`src/design/slz_pkg.sv`:
```
// ----------------------------------------------------------------------------
// slz_pkg
// Shared types and constants of the stochastic Lorenz step core.
// ----------------------------------------------------------------------------
package slz_pkg;

  // Fixed point format of positions
  localparam int FRAC_BITS = 20;
  localparam int POS_W     = 32;

  // Noise operands: gain unsigned Q4.12, sample signed Q3.12
  localparam int GAIN_W      = 16;
  localparam int SAMP_W      = 16;
  localparam int NOISE_SHIFT = 24;

  // Shared multiplier
  localparam int MUL_W  = 33;
  localparam int PROD_W = 2 * MUL_W;
  localparam int PQ_W   = PROD_W - FRAC_BITS;

  // Shared divider: signed numerator, quotient built one 16-bit digit at a time
  localparam int DIG_W      = 16;
  localparam int NUM_W      = ((67 - FRAC_BITS + DIG_W - 1) / DIG_W) * DIG_W;
  localparam int NUM_DIGITS = NUM_W / DIG_W;
  localparam int CNT_W      = $clog2(NUM_DIGITS);
  localparam int DVS_W      = 9;
  localparam int REM_W      = DVS_W + 1;

  // Partial dividend of one digit step and its reciprocal scaling;
  // divisors are at least 10, so the reciprocal fits RCP_SHIFT - 3 bits
  localparam int T_W       = DVS_W + DIG_W;
  localparam int RCP_SHIFT = T_W;
  localparam int RCP_W     = RCP_SHIFT - 3;

  // Position accumulator before saturation
  localparam int ACC_W = NUM_W + 1;

  localparam logic [DVS_W-1:0] DVS_DX    = DVS_W'(10);
  localparam logic [DVS_W-1:0] DVS_DY    = DVS_W'(100);
  localparam logic [DVS_W-1:0] DVS_DZ    = DVS_W'(300);
  localparam logic [DVS_W-1:0] DVS_NOISE = DVS_W'(10);

  // Truncated reciprocals, floor(2^RCP_SHIFT / divisor)
  localparam logic [RCP_W-1:0] RCP_DX = RCP_W'((64'd1 << RCP_SHIFT) / 64'(DVS_DX));
  localparam logic [RCP_W-1:0] RCP_DY = RCP_W'((64'd1 << RCP_SHIFT) / 64'(DVS_DY));
  localparam logic [RCP_W-1:0] RCP_DZ = RCP_W'((64'd1 << RCP_SHIFT) / 64'(DVS_DZ));

  localparam logic [PROD_W-1:0] RND_HALF    = PROD_W'(1) << (FRAC_BITS - 1);
  localparam logic [PROD_W-1:0] RND_HALF_M1 = RND_HALF - PROD_W'(1);
  localparam logic [PROD_W-1:0] NOISE_BIAS  = (PROD_W'(1) << NOISE_SHIFT) - PROD_W'(1);

  // Configuration register indexes
  localparam int CFG_IDX_W = 3;
  localparam logic [CFG_IDX_W-1:0] REG_ORIGIN_X = 3'd0;
  localparam logic [CFG_IDX_W-1:0] REG_ORIGIN_Y = 3'd1;
  localparam logic [CFG_IDX_W-1:0] REG_ORIGIN_Z = 3'd2;
  localparam logic [CFG_IDX_W-1:0] REG_OFFSET_X = 3'd3;
  localparam logic [CFG_IDX_W-1:0] REG_OFFSET_Y = 3'd4;
  localparam logic [CFG_IDX_W-1:0] REG_OFFSET_Z = 3'd5;
  localparam logic [CFG_IDX_W-1:0] REG_GAIN     = 3'd6;

  typedef enum logic [2:0] {
    ST_IDLE,
    ST_MUL,
    ST_MULRES,
    ST_DIV,
    ST_DIVWAIT,
    ST_FIN
  } state_t;

  // Micro-operations of one integration step, in issue order
  typedef enum logic [3:0] {
    OP_SD,
    OP_XZ,
    OP_XY,
    OP_DX,
    OP_DY,
    OP_DZ,
    OP_NX,
    OP_NY,
    OP_NZ
  } op_t;

  typedef struct packed {
    logic                    start;
    logic signed [NUM_W-1:0] num;
    logic [DVS_W-1:0]        dvs;
  } div_req_t;

endpackage

```
`src/design/slz_mul.sv`:
```
// ----------------------------------------------------------------------------
// slz_mul
// Shared signed multiplier with a registered product.
// ----------------------------------------------------------------------------
module slz_mul
  import slz_pkg::*;
(
  input  logic                     clk,
  input  logic signed [MUL_W-1:0]  a,
  input  logic signed [MUL_W-1:0]  b,
  output logic signed [PROD_W-1:0] prod
);

  logic signed [PROD_W-1:0] prod_r;

  always_ff @(posedge clk) begin
    prod_r <= a * b;
  end

  assign prod = prod_r;

endmodule

```
`config.mk`:
```
export PLATFORM = sky130hd
export DESIGN_NAME = slz_mul
export DESIGN_NICKNAME = d
export VERILOG_FILES = /design/src/design/slz_pkg.sv /design/src/design/slz_mul.sv
export SDC_FILE = /design/constraint.sdc
export NUM_CORES = 2
export LEC_CHECK = 0
export BUFFER_PORTS_ARGS = -buffer_cell sky130_fd_sc_hd__buf_2
export CORE_ASPECT_RATIO = 2
export CORE_MARGIN = 2
export CORE_UTILIZATION = 60
export DETAILED_ROUTE_END_ITERATION = 8
export HOLD_SLACK_MARGIN = 0.12
export PLACE_DENSITY_LB_ADDON = 0.12
export SLEW_MARGIN = 20
export SYNTH_ARGS = -nofsm -noshare
export SYNTH_HDL_FRONTEND = slang
export SYNTH_SLANG_ARGS = --single-unit
```
`constraint.sdc`:
```
create_clock -name clk -period 7.6 [get_ports clk]
set_clock_uncertainty 0.15 [all_clocks]
set_input_delay 0.38 -clock clk [delete_from_list [all_inputs] [get_ports clk]]
set_output_delay 0.38 -clock clk [all_outputs]
set_load 0.02 [all_outputs]
```
==> metrics.txt <==
first-pass GRT wire length 173000 µm; CTS Hold Bufs 0; initial antenna violation count 12; Netlist cell types 80; final instance area 45200 µm²; synthesis-stage register bit count 66; HPWL Detailed 92200 µm; largest net degree at the start of global routing 34; # nets final 6052; placed cell area 44700 µm²; multi-input logic area 34500 µm²; minimum clock period 7.43 ns; commonest non-fill, non-tap cell in the layout fa_1; CTS tree built; fmax 135 MHz; Synth Instances 4338; die footprint 70100 µm²; via density per instance 5.27; Core Footprint 67400 µm²; max reg flops 66; Finish-stage setup viols 0; Final Hold Vio Count 0; Avg Cell Area, Syn 9.39 µm²; Synthesized Nets 5767; prevailing post-synth register cell dfxtp_1; post-route clock period utilization 97.7%; GRT overflow 0; clock tree sinks 66; Layout area overhead 11.0%; post-synthesis sequential area ratio 3.24%; most frequent cells in the layout fa_1, inv_1, and2_1; fillcell total 5381; status finished, final reports clean; num rows 135; WHS 0.466 ns; Slew @ Worst Pin 0.618 ns; cts bufs inserted 9; Ys Warns 0; Die H 372 µm; post-DR wirelength/cell 18.5 µm; Mapped Area 40700 µm²; WP data required 7.69 ns; Clock Pin Slew Worst Setup and Hold Paths 0.07 ns; Rel. slew slack 58.3%; Die Wd 188 µm; Final Max Tran Viols 0; vias in the first global route 32300; Critical Path AT 7.52 ns; CP Max Fanout 21; clock buffer depth 2; CP Capture Type flip-flop; clk root buf clkbuf_16; DRT antenna net count 0; CP Class primary input to flip-flop; DR vias 29100; GPL Wtd Cong 0.979; startpoint types primary input; H-tree depth 3; total track usage 31.7%; Port Buffer Count 132; Total Wirelength 102000 µm; initial DRC count 1701; Residual DRC 0; worst min-delay path category primary input to flip-flop; fraction of registers with async set/reset 0%; storage element area 1320 µm²; IO Pins 133; max cap viols 0; initial core utilization 60.4%; first-pass iteration count of the detailed router 6; share of cells above drive strength 1 12.5%; number of flops mapped to enable cells by yosys 0
-- per-layer routing --
metal | global-route usage, % | wire length, µm
met4 | 7.45 | 2080
met2 | 49.4 | 47300
met5 | 0 | 125
met1 | 47.2 | 44600
met3 | 4.87 | 7980
-- through the flow --
step                worst slack [ns]  setup TNS [ns]  util, %  std cells
CTS                           0.0281               0     66.8       5516
floorplan                     0.0528               0        -       4338
global placement              -0.252           -3.09     66.3       5500
finish                         0.171               0     67.1       5520
detailed placement            -0.418           -6.14     66.3       5500
global route                 -0.0511          -0.197     67.1       5518
-- kinds of logic after synthesis --
group / Yosys count / share of synthesized area [%]
flops: 66 / 3.24
fa+ha+maj: 1362 / 62.9
compound gates: 219 / 4.07
buf+inv: 1352 / 12.5
simple gates: 1271 / 15.8
xor+xnor: 68 / 1.46
-- what timing repair did --
item                       CTS  global route
setup buffers                0             2
setup endpoints to repair    2            26
cloned                       0             0
gates resized for setup      1            66
pin swaps                    0            11
-- cells in the mapped netlist, types with 6 or more instances --
| master | count | area share (%) |
|---|---|---|
| a211oi_1 | 7 | 0.13 |
| a31oi_1 | 8 | 0.12 |
| and2_1 | 562 | 8.6 |
| o21ai_0 | 25 | 0.31 |
| xnor2_1 | 43 | 0.92 |
| a211o_1 | 6 | 0.13 |
| inv_1 | 1131 | 10 |
| nand2b_1 | 12 | 0.18 |
| clkbuf_1 | 208 | 1.9 |
| a21oi_1 | 57 | 0.70 |
| nand4_1 | 11 | 0.17 |
| o21bai_1 | 11 | 0.20 |
| a21o_1 | 36 | 0.66 |
| nand3_1 | 25 | 0.31 |
| o21a_1 | 6 | 0.11 |
| nand2_1 | 551 | 5.1 |
| xor2_1 | 25 | 0.54 |
| nor2_1 | 68 | 0.63 |
| ha_1 | 217 | 6.7 |
| nor3_1 | 7 | 0.086 |
| buf_2 | 11 | 0.14 |
| fa_1 | 1145 | 56 |
| dfxtp_1 | 66 | 3.2 |
| o21ai_1 | 6 | 0.074 |
-- critical path, stage by stage --
cell and delay [ns]:
buf_2 0.38, and2_1 0.22, fa_1 0.47, inv_1 0.23, fa_1 0.45, inv_1 0.08
fa_1 0.44, fa_1 0.56, fa_1 0.45, fa_1 0.55, fa_1 0.50, inv_1 0.05
fa_1 0.48, inv_1 0.04, ha_1 0.34, a21o_1 0.22, a31oi_1 0.25, o221ai_1 0.19
buf_4 0.17, o21ai_0 0.35, a21oi_2 0.13, a21oi_4 0.26, o21ai_1 0.13, xor2_1 0.15
-- path summary, 6_finish.rpt --
path	start	end	depth (start not counted)
worst max-delay path	b[8]	prod[57]	24
worst min-delay path	b[0]	prod[0]	3
-- cell type report --
type / instances / area share, %
clock inverter: 7 / 0.238
tap: 890 / 2.46
clock buffer: 9 / 0.498
timing repair buffer: 495 / 8.31
multi-input combinational: 2920 / 76.2
sequential: 66 / 2.92
inverter: 1131 / 9.39
antenna: 2 / 0.0111
Power is left out: the tool's default activity adds up to more than one toggle a clock period on the data nets, which glitch-free logic cannot reach.
