--- src/design/slz_pkg.sv ---
// ----------------------------------------------------------------------------
// slz_pkg
// Shared types and constants of the stochastic Lorenz step core.
// ----------------------------------------------------------------------------
package slz_pkg;

  // Fixed point format of positions
  localparam int FRAC_BITS = 20;
  localparam int POS_W     = 32;

  // Noise operands: gain unsigned Q4.12, sample signed Q3.12
  localparam int GAIN_W      = 16;
  localparam int SAMP_W      = 16;
  localparam int NOISE_SHIFT = 24;

  // Shared multiplier
  localparam int MUL_W  = 33;
  localparam int PROD_W = 2 * MUL_W;
  localparam int PQ_W   = PROD_W - FRAC_BITS;

  // Shared divider: signed numerator, quotient built one 16-bit digit at a time
  localparam int DIG_W      = 16;
  localparam int NUM_W      = ((67 - FRAC_BITS + DIG_W - 1) / DIG_W) * DIG_W;
  localparam int NUM_DIGITS = NUM_W / DIG_W;
  localparam int CNT_W      = $clog2(NUM_DIGITS);
  localparam int DVS_W      = 9;
  localparam int REM_W      = DVS_W + 1;

  // Partial dividend of one digit step and its reciprocal scaling;
  // divisors are at least 10, so the reciprocal fits RCP_SHIFT - 3 bits
  localparam int T_W       = DVS_W + DIG_W;
  localparam int RCP_SHIFT = T_W;
  localparam int RCP_W     = RCP_SHIFT - 3;

  // Position accumulator before saturation
  localparam int ACC_W = NUM_W + 1;

  localparam logic [DVS_W-1:0] DVS_DX    = DVS_W'(10);
  localparam logic [DVS_W-1:0] DVS_DY    = DVS_W'(100);
  localparam logic [DVS_W-1:0] DVS_DZ    = DVS_W'(300);
  localparam logic [DVS_W-1:0] DVS_NOISE = DVS_W'(10);

  // Truncated reciprocals, floor(2^RCP_SHIFT / divisor)
  localparam logic [RCP_W-1:0] RCP_DX = RCP_W'((64'd1 << RCP_SHIFT) / 64'(DVS_DX));
  localparam logic [RCP_W-1:0] RCP_DY = RCP_W'((64'd1 << RCP_SHIFT) / 64'(DVS_DY));
  localparam logic [RCP_W-1:0] RCP_DZ = RCP_W'((64'd1 << RCP_SHIFT) / 64'(DVS_DZ));

  localparam logic [PROD_W-1:0] RND_HALF    = PROD_W'(1) << (FRAC_BITS - 1);
  localparam logic [PROD_W-1:0] RND_HALF_M1 = RND_HALF - PROD_W'(1);
  localparam logic [PROD_W-1:0] NOISE_BIAS  = (PROD_W'(1) << NOISE_SHIFT) - PROD_W'(1);

  // Configuration register indexes
  localparam int CFG_IDX_W = 3;
  localparam logic [CFG_IDX_W-1:0] REG_ORIGIN_X = 3'd0;
  localparam logic [CFG_IDX_W-1:0] REG_ORIGIN_Y = 3'd1;
  localparam logic [CFG_IDX_W-1:0] REG_ORIGIN_Z = 3'd2;
  localparam logic [CFG_IDX_W-1:0] REG_OFFSET_X = 3'd3;
  localparam logic [CFG_IDX_W-1:0] REG_OFFSET_Y = 3'd4;
  localparam logic [CFG_IDX_W-1:0] REG_OFFSET_Z = 3'd5;
  localparam logic [CFG_IDX_W-1:0] REG_GAIN     = 3'd6;

  typedef enum logic [2:0] {
    ST_IDLE,
    ST_MUL,
    ST_MULRES,
    ST_DIV,
    ST_DIVWAIT,
    ST_FIN
  } state_t;

  // Micro-operations of one integration step, in issue order
  typedef enum logic [3:0] {
    OP_SD,
    OP_XZ,
    OP_XY,
    OP_DX,
    OP_DY,
    OP_DZ,
    OP_NX,
    OP_NY,
    OP_NZ
  } op_t;

  typedef struct packed {
    logic                    start;
    logic signed [NUM_W-1:0] num;
    logic [DVS_W-1:0]        dvs;
  } div_req_t;

endpackage

--- src/design/slz_div.sv ---
// ----------------------------------------------------------------------------
// slz_div
// Iterative divider by a small constant divisor, rounding to nearest with
// ties away from zero. Each 16-bit quotient digit takes two steps: a
// reciprocal estimate, then one compare and subtract.
// ----------------------------------------------------------------------------
module slz_div
  import slz_pkg::*;
(
  input  logic                    clk,
  input  logic                    rst_n,
  input  div_req_t                req,
  output logic                    done,
  output logic signed [NUM_W-1:0] quo
);

  logic             busy_r, busy_nxt;
  logic             phase_r, phase_nxt;
  logic             done_r, done_nxt;
  logic [CNT_W-1:0] cnt_r, cnt_nxt;
  logic [NUM_W-1:0] work_r, work_nxt;
  logic [DVS_W-1:0] rem_r, rem_nxt;
  logic [DIG_W-1:0] qest_r, qest_nxt;
  logic             neg_r, neg_nxt;
  logic [DVS_W-1:0] dvs_r, dvs_nxt;
  logic [RCP_W-1:0] rcp_r, rcp_nxt;

  always_comb begin
    logic [T_W-1:0]       t;
    logic [T_W+RCP_W-1:0] est;
    logic [T_W-1:0]       diff;
    logic [REM_W-1:0]     r;
    logic [DIG_W-1:0]     q;
    logic [NUM_W-1:0]     mag;
    busy_nxt  = busy_r;
    phase_nxt = phase_r;
    done_nxt  = 1'b0;
    cnt_nxt   = cnt_r;
    work_nxt  = work_r;
    rem_nxt   = rem_r;
    qest_nxt  = qest_r;
    neg_nxt   = neg_r;
    dvs_nxt   = dvs_r;
    rcp_nxt   = rcp_r;
    // partial dividend: remainder so far followed by the next numerator digit
    t    = {rem_r, work_r[NUM_W-1 -: DIG_W]};
    est  = (T_W+RCP_W)'(t) * (T_W+RCP_W)'(rcp_r);
    // the estimate is the digit or one below it
    diff = t - T_W'(qest_r) * T_W'(dvs_r);
    r    = diff[REM_W-1:0];
    q    = qest_r;
    if (r >= REM_W'(dvs_r)) begin
      r = r - REM_W'(dvs_r);
      q = qest_r + DIG_W'(1);
    end
    mag = req.num[NUM_W-1] ? NUM_W'(-req.num) : NUM_W'(req.num);
    if (req.start) begin
      // add half the divisor so that the floor below rounds
      busy_nxt  = 1'b1;
      phase_nxt = 1'b0;
      cnt_nxt   = '0;
      work_nxt  = mag + NUM_W'(req.dvs >> 1);
      rem_nxt   = '0;
      neg_nxt   = req.num[NUM_W-1];
      dvs_nxt   = req.dvs;
      case (req.dvs)
        DVS_DY:  rcp_nxt = RCP_DY;
        DVS_DZ:  rcp_nxt = RCP_DZ;
        default: rcp_nxt = RCP_DX;
      endcase
    end else if (busy_r) begin
      if (!phase_r) begin
        qest_nxt  = est[RCP_SHIFT +: DIG_W];
        phase_nxt = 1'b1;
      end else begin
        // shift the numerator digit out and the quotient digit in
        work_nxt  = {work_r[NUM_W-DIG_W-1:0], q};
        rem_nxt   = r[DVS_W-1:0];
        phase_nxt = 1'b0;
        cnt_nxt   = cnt_r + CNT_W'(1);
        if (cnt_r == CNT_W'(NUM_DIGITS - 1)) begin
          busy_nxt = 1'b0;
          done_nxt = 1'b1;
        end
      end
    end
  end

  always_ff @(posedge clk) begin
    if (!rst_n) begin
      busy_r  <= 1'b0;
      phase_r <= 1'b0;
      done_r  <= 1'b0;
      cnt_r   <= '0;
    end else begin
      busy_r  <= busy_nxt;
      phase_r <= phase_nxt;
      done_r  <= done_nxt;
      cnt_r   <= cnt_nxt;
    end
  end

  always_ff @(posedge clk) begin
    work_r <= work_nxt;
    rem_r  <= rem_nxt;
    qest_r <= qest_nxt;
    neg_r  <= neg_nxt;
    dvs_r  <= dvs_nxt;
    rcp_r  <= rcp_nxt;
  end

  assign done = done_r;
  assign quo  = neg_r ? -$signed(work_r) : $signed(work_r);

endmodule

--- config.mk ---
export PLATFORM = sky130hd
export DESIGN_NAME = slz_div
export DESIGN_NICKNAME = d
export VERILOG_FILES = /design/src/design/slz_pkg.sv /design/src/design/slz_div.sv
export SDC_FILE = /design/constraint.sdc
export NUM_CORES = 1
export LEC_CHECK = 0
export BUFFER_PORTS_ARGS = -buffer_cell sky130_fd_sc_hd__buf_2
export CORE_UTILIZATION = 35
export CTS_CLUSTER_DIAMETER = 120
export CTS_CLUSTER_SIZE = 8
export DETAILED_ROUTE_END_ITERATION = 7
export PLACE_DENSITY_LB_ADDON = 0.2
export SKIP_CTS_REPAIR_TIMING = 1
export SLEW_MARGIN = 20
export SYNTH_ARGS = -nofsm -noshare
export SYNTH_HDL_FRONTEND = slang
export SYNTH_SLANG_ARGS = --single-unit
--- constraint.sdc ---
create_clock -name clk -period 6.7 [get_ports clk]
set_input_delay 0.335 -clock clk [delete_from_list [all_inputs] [get_ports clk]]
set_output_delay 0.335 -clock clk [all_outputs]
set_load 0.05 [all_outputs]
==> results of run 1 <==
[critical path, cell delays in order (launching register included)]
cell      delay [ns]
edfxtp_1        0.51
buf_4           0.19
buf_4           0.12
nand2_1         0.14
buf_4           0.14
fa_1            0.45
fa_1            0.52
fa_1            0.52
inv_1           0.05
fa_2            0.52
fa_1            0.44
fa_1            0.55
inv_1           0.08
fa_1            0.53
inv_1           0.05
ha_2            0.19
a211oi_2        0.25
a21boi_2        0.26
nor3_2          0.09
o21a_4          0.24
a21oi_4         0.16
o21ai_2         0.08
buf_4           0.16
a21oi_2         0.14
xnor2_1         0.08
[cell usage after synthesis (all sizes together), types with 5 or more instances]
library cell	number
nand3	27
o21ai	69
a21boi	5
o211ai	14
a211oi	7
mux2	9
nand4	20
nand3b	5
nand2	224
o2111ai	9
o41ai	23
o21a	8
a21oi	53
or3	23
o31ai	31
ha	235
nor4	27
a21o	18
or4	22
nor3	31
o31a	11
or2	9
and3	11
buf	20
a31oi	22
nand2b	10
clkbuf	76
nor2b	8
fa	400
edfxtp	80
and2	98
xnor2	135
a41oi	6
inv	649
xor2	53
nor2	63
and4	6
dfxtp	14
mux2i	11
[area by class of cell]
class,count,area [um2],area share
tap,864,1080,0.0384
inverter,649,2450,0.0871
sequential,94,2680,0.0953
clock buffer,10,239,0.00849
multi-input combinational,1755,18500,0.659
clock inverter,6,76.3,0.00271
timing repair buffer,417,3060,0.109
[placed cells by master, fill, tap and decap left out, drive strengths merged, types with 7 or more instances in the layout]
cell type | synthesis | routed
a21oi | 53 | 53
o2111ai | 9 | 9
edfxtp | 80 | 80
a31oi | 22 | 22
nor3 | 31 | 31
xor2 | 53 | 53
o211ai | 14 | 14
fa | 400 | 400
or4 | 22 | 22
nand4 | 20 | 20
xnor2 | 135 | 135
and2 | 98 | 98
dfxtp | 14 | 14
nand2 | 224 | 224
or2 | 9 | 9
clkbuf | 76 | 13
nor2 | 63 | 63
nand3 | 27 | 27
nor2b | 8 | 8
o21ai | 69 | 69
inv | 649 | 652
nand2b | 10 | 10
nor4 | 27 | 27
o41ai | 23 | 23
a211oi | 7 | 7
ha | 235 | 235
mux2 | 9 | 9
o31ai | 31 | 31
a21o | 18 | 18
o31a | 11 | 11
o21a | 8 | 8
mux2i | 11 | 11
buf | 20 | 414
and3 | 11 | 11
or3 | 23 | 23
[through the flow]
stage          utilization  setup TNS (ns)  setup slack, ns  cell area, um2
6_report             0.424         -0.0338          -0.0217           28100
3_5_place_dp         0.408          -10.43           -0.803           27100
3_3_place_gp         0.408           -9.92           -0.761           27100
2_1_floorplan            -               0           0.0518           23600
5_1_grt              0.424           -2.66           -0.259           28100
4_1_cts              0.413          -10.76           -0.834           27400
[layer usage]
| metal | vias to the layer above | part of all wire |
|---|---|---|
| met4 | 0 | 0.020 |
| met3 | 71 | 0.036 |
| li1 | 8921 | - |
| met1 | 9515 | 0.45 |
| met2 | 462 | 0.50 |
| met5 | - | 0 |
[registers in the layout, summed over array words and instances, names as in the netlist]
register / cells
work_r: 48
done: 1
cnt_r: 2
neg_r: 1
busy_r: 1
rcp_r: 6
rem_r: 9
dvs_r: 9
phase_r: 1
qest_r: 16
[cells by family after synthesis]
family | after synthesis | synth area share
flip-flops | 94 | 0.113
AO/OA/AOI/OAI | 310 | 0.0903
AND/OR/NAND/NOR | 601 | 0.134
buffers and inverters | 745 | 0.119
XOR/XNOR | 189 | 0.0706
adder cells (fa/ha/maj) | 635 | 0.463
multiplexers | 20 | 0.00894
[path summary, 6_finish.rpt]
check / to / slack, ns / startpoint
worst max-delay path: qest_r[8] / -0.02 / work_r[45]
worst min-delay path: dvs_r[0] / 0.17 / req[0]
worst max register to register: qest_r[8] / -0.02 / work_r[45]
worst min register to register: cnt_r[1] / 0.52 / cnt_r[1]
==> metrics.md, run 1 <==
| Metric | Value |
|---|---|
| Busiest grt layer | met2 |
| Worst setup SP type | flop |
| Highest Clock Rate | 149 MHz |
| Syn avg cell area | approximately 9.1 um2 |
| Fillers | 6,605 |
| Post-synthesis sequential area ratio | 0.113 |
| Register-to-Register Path Depth | 24 |
| Starting Density | 0.356 |
| Yosys top cell area share | 0.339 |
| Final Hold Violating Endpoints | 0 |
| Cell Area, Synth | 23,600 um2 |
| Setup violators final | 4 |
| Hold crit path type | in -> reg |
| Critical path capture point type | flop |
| WL per Instance | 20.2 um |
| Warnings, synthesis | 0 |
| Status | finished, violations left |
| CP arrival | 6.83 ns |
| Die Ht | 262 um |
| Gr usage total | 0.229 |
| Leading area contributor after synthesis | fa_1 |
| Clk sinks | 94 |
| Layout cells sized above 1 | 0.194 |
| Core area | between 60,000 and 70,000 um2 |
| Hold path depth | 1 |
| Number of global-route vias before repair | 20,100 |
| Data required, critical path | 6.81 ns |
| Initial DRC count | 990 |
| Worst setup margin | -0.0217 ns |
| Final wirelength | 76.5 mm |
| Die span in x | 262 um |
| Top_reg_cell synth | edfxtp_1 |
| Non-filler instance count after layout | 3,795 |
| Post-synthesis cell count | roughly 2,600 |
| Global-route met3 utilization | 0.0113 |
| DRC viols | 0 |
| Met1 Resource Use GR | 0.310 |
| DRT Pass-1 Iters | 5 |
| Worst hold margin | 0.169 ns |
| RSZ-0062 raised after global routing | yes |
| Final nets | 3,621 |
| Placed cells | 3,748 |
| Largest net degree at the start of global routing | 55 |
| Tmin final | a little under 7 ns |
| Std-Cell Rows | between 90 and 100 |
| Worst slew pin tran | slightly below 1 ns |
| CTS clk-pin slew, worst paths | 0.07 ns |
| Period utilization | 1.00 |
| Routed via count | 19,000 |
| Setup CP Type | reg -> reg |
| M2 GR Usage | 0.405 |
| Net Count, Synth | between 3,000 and 4,000 |
| First-pass GRT wire length | 118 mm |
| H-tree levels | 3 |
| Overall die area | 68,600 um2 |
| Max-Slew Margin vs Limit | 0.352 |
| Asr flop ratio synth | 0 |
| Diodes inserted | 0 |
| Worst Skew | 0.00768 ns |
| PortBufs | ~110 |
| Clock Latency Late Sink | 0.36 ns |
| Max Cap Viol | 0 |
| Vias per cell | 5.00 |
| Synth Register Bits | 94 |
| Crit Path Max Fanout | 4 |
| Post-synth EDFFs | 80 |
| Antenna-violating nets left | 0 |
| Final Slew Violations | 0 |
| Unique masters post-synth | 81 |
| Hpwl dp | roughly 68 mm |
| Synth area leaders | fa_1 (34%), ha_1 (12%), inv_1 (10%) |
| P&R area growth vs syn | 19.0% |
| Failing checks | negative setup slack |
| Io pins | 109 |
| Final Wtd Congestion | between 0.9 and 1 |
| CTS max path bufs | 2 |
| Num CTS Buffers | 9 |
| Initial antenna violation count | 1 |
| GRT overflow | 0 |
| CTS Root Cell | clkbuf_16 |
| TritonCTS clock tree | done |
Power of run 1 is left out: the tool's default activity adds up to more than one toggle a clock period on the data nets, which glitch-free logic cannot reach.
==> run 2, diff against run 1 <==
--- a/config.mk
+++ b/config.mk
@@ -10,6 +10,7 @@
 export CTS_CLUSTER_DIAMETER = 120
 export CTS_CLUSTER_SIZE = 8
 export DETAILED_ROUTE_END_ITERATION = 7
+export GPL_TIMING_DRIVEN = 0
 export PLACE_DENSITY_LB_ADDON = 0.2
 export SKIP_CTS_REPAIR_TIMING = 1
 export SLEW_MARGIN = 20
==> run 2 against run 1 <==
Compared with the run above: the flow still finishes with violations (negative setup slack); sequential share of layout area grew 0.41 points; clock-buffer cell count is 1 lower; final cell count down 3.0%; largest cell class unchanged.
==> metrics.md, run 2 (synthesis gave the netlist of run 1 again) <==
| Metric | Value |
|---|---|
| TritonCTS clock tree | done |
| P&R area growth vs syn | 14.8% |
| Hold crit path type | in -> reg |
| Top reg by flops | work_r |
| Worst Skew | 0.00991 ns (+0.00223 ns) |
| Hold path depth | 1 (unchanged) |
| Initial DRC count | 1,203 (+22%) |
| GRT overflow | 0 (unchanged) |
| Final wirelength | 78.7 mm (+2.8%) |
| Max FFs per register | 48 (unchanged) |
| Final nets | 3,506 (-3.2%) |
| CTS max path bufs | 2 (unchanged) |
| Number of global-route vias before repair | 19,600 (-2.2%) |
| Setup CP Type | reg -> reg |
| Highest Clock Rate | 141 MHz (-5.2%) |
| Final Wtd Congestion | 0.960 (-2.0%) |
| Most common cell after layout, fill and taps aside | inv_1 |
| Largest net degree at the start of global routing | 49 (-11%) |
| Starting Density | 0.356 (unchanged) |
| Routed via count | 18,800 (-0.75%) |
| Critical path capture point type | flop |
| First-pass GRT wire length | 119 mm (+0.96%) |
| Antenna-violating nets left | 0 (unchanged) |
| H-tree levels | 3 (unchanged) |
| Vias per cell | 5.12 (+2.4%) |
| Fillers | 6,687 (+1.2%) |
| Clk sinks | 94 (unchanged) |
| Largest registers | work_r x48, qest_r x16 |
| Max-Slew Margin vs Limit | 0.406 (+0.0539) |
| Hpwl dp | 68.7 mm (+1.5%) |
| Gr usage total | 0.234 (+0.00451) |
| WL per Instance | 21.4 um (+6.0%) |
| Worst slew pin tran | 0.883 ns (-0.0879 ns) |
| Std-Cell Rows | 94 (unchanged) |
| Register-to-Register Path Depth | 26 (+8.3%) |
| CP arrival | 7.23 ns (+0.40 ns) |
| Crit Path Max Fanout | 10 (+6) |
| Worst setup margin | -0.391 ns (-0.370 ns) |
| Status | finished, violations left |
| Clock Latency Late Sink | 0.36 ns (about the same) |
| Tmin final | 7.09 ns (+0.370 ns) |
| PortBufs | 100 (-7.4%) |
| Final Slew Violations | 0 (unchanged) |
| RSZ-0062 raised after global routing | yes |
| Period utilization | 1.06 (+0.0552) |
| DRC viols | 0 (unchanged) |
| Worst setup SP type | flop |
| Max Cap Viol | 0 (unchanged) |
| Data required, critical path | 6.84 ns (+0.03 ns) |
| Die Ht | 262 um (unchanged) |
| Failing checks | negative setup slack |
| Io pins | 109 (unchanged) |
| Overall die area | 68,600 um2 (unchanged) |
| Diodes inserted | 0 (unchanged) |
| Num CTS Buffers | 9 (unchanged) |
| Most frequent cells in the layout | inv_1 (624), fa_1 (389), ha_1 (224), nand2_1 (201), xnor2_1 (128) |
| Setup violators final | 14 (+10) |
| Core area | 66,300 um2 (unchanged) |
| Die span in x | 262 um (unchanged) |
| CTS clk-pin slew, worst paths | 0.08 ns (about the same) |
| Initial antenna violation count | 2 (+1) |
| Layout cells sized above 1 | 0.158 (-0.0361) |
| DRT Pass-1 Iters | 5 (unchanged) |
| Post-Route Utilization | 0.409 (-0.0150) |
| Final Hold Violating Endpoints | 0 (unchanged) |
| CTS Root Cell | clkbuf_16 |
[run 2: changes by cell type in the layout (fill, tap and decap cells not counted), sizes merged]
cell,previous run,this run
buf,414,261
bufinv,1,0
clkbuf,13,50
clkinv,1,2
clkinvlp,1,7
inv,652,647
[run 2: stage by stage]
| step | hold WS (ns) | cells | setup TNS (ns) | worst slack (ns) | instance area, um2 |
|---|---|---|---|---|---|
| floorplan | 0.434 | 2594 | 0 | 0.0518 | 23600 |
| global placement | 0.487 | 3558 | -40.92 | -2.46 | 25200 |
| detailed placement | 0.504 | 3559 | -42.93 | -2.47 | 25300 |
| CTS | 0.170 | 3575 | -44.12 | -2.49 | 25500 |
| global route | 0.178 | 3680 | -5.63 | -0.578 | 27100 |
| finish | 0.174 | 3680 | -2.69 | -0.391 | 27100 |
[run 2: final cells by class]
| type | instances | area, um2 | share of cell area |
|---|---|---|---|
| Tap cell | 864 | 1080 | 0.0398 |
| Timing Repair Buffer | 213 | 1400 | 0.0515 |
| Inverter | 649 | 2460 | 0.0908 |
| Clock buffer | 9 | 225 | 0.00830 |
| Sequential cell | 94 | 2700 | 0.0994 |
| Clock inverter | 7 | 73.8 | 0.00272 |
| Multi-Input combinational cell | 1755 | 18600 | 0.687 |
| Buffer | 89 | 562 | 0.0207 |
[run 2: critical path, cell delays in order, from the launching register on]
cell and delay (ns):
edfxtp_1 0.38, buf_6 0.16, buf_6 0.15, nand2_4 0.08
clkinvlp_4 0.18, ha_4 0.30, fa_1 0.52, inv_2 0.04
fa_1 0.55, inv_2 0.04, fa_1 0.49, inv_2 0.04
fa_1 0.51, inv_2 0.04, fa_1 0.49, inv_2 0.04
fa_1 0.56, inv_2 0.06, ha_4 0.28, o211ai_1 0.20
a2111o_1 0.47, buf_12 0.15, o2111ai_4 0.27, nand2_4 0.11
o211ai_1 0.26, nand2_1 0.14, xnor2_2 0.34
[run 2: layer usage]
metal | wire [um] | vias up | global-route usage | share of wire
met3 | 3800 | 107 | 0.0202 | 0.048
met5 | 11 | - | 0 | 0.00014
met2 | 38700 | 568 | 0.411 | 0.49
li1 | - | 8701 | - | -
met1 | 33700 | 9449 | 0.307 | 0.43
met4 | 2520 | 2 | 0.0626 | 0.032
[run 2: final timing paths]
check	startpoint	to	slack [ns]
worst max register to register	rcp_r[20]	qest_r[14]	-0.39
worst max-delay path	rcp_r[20]	qest_r[14]	-0.39
worst min register to register	cnt_r[1]	cnt_r[1]	0.51
worst min-delay path	req[0]	dvs_r[0]	0.17
Power of run 2 is left out for the same reason.
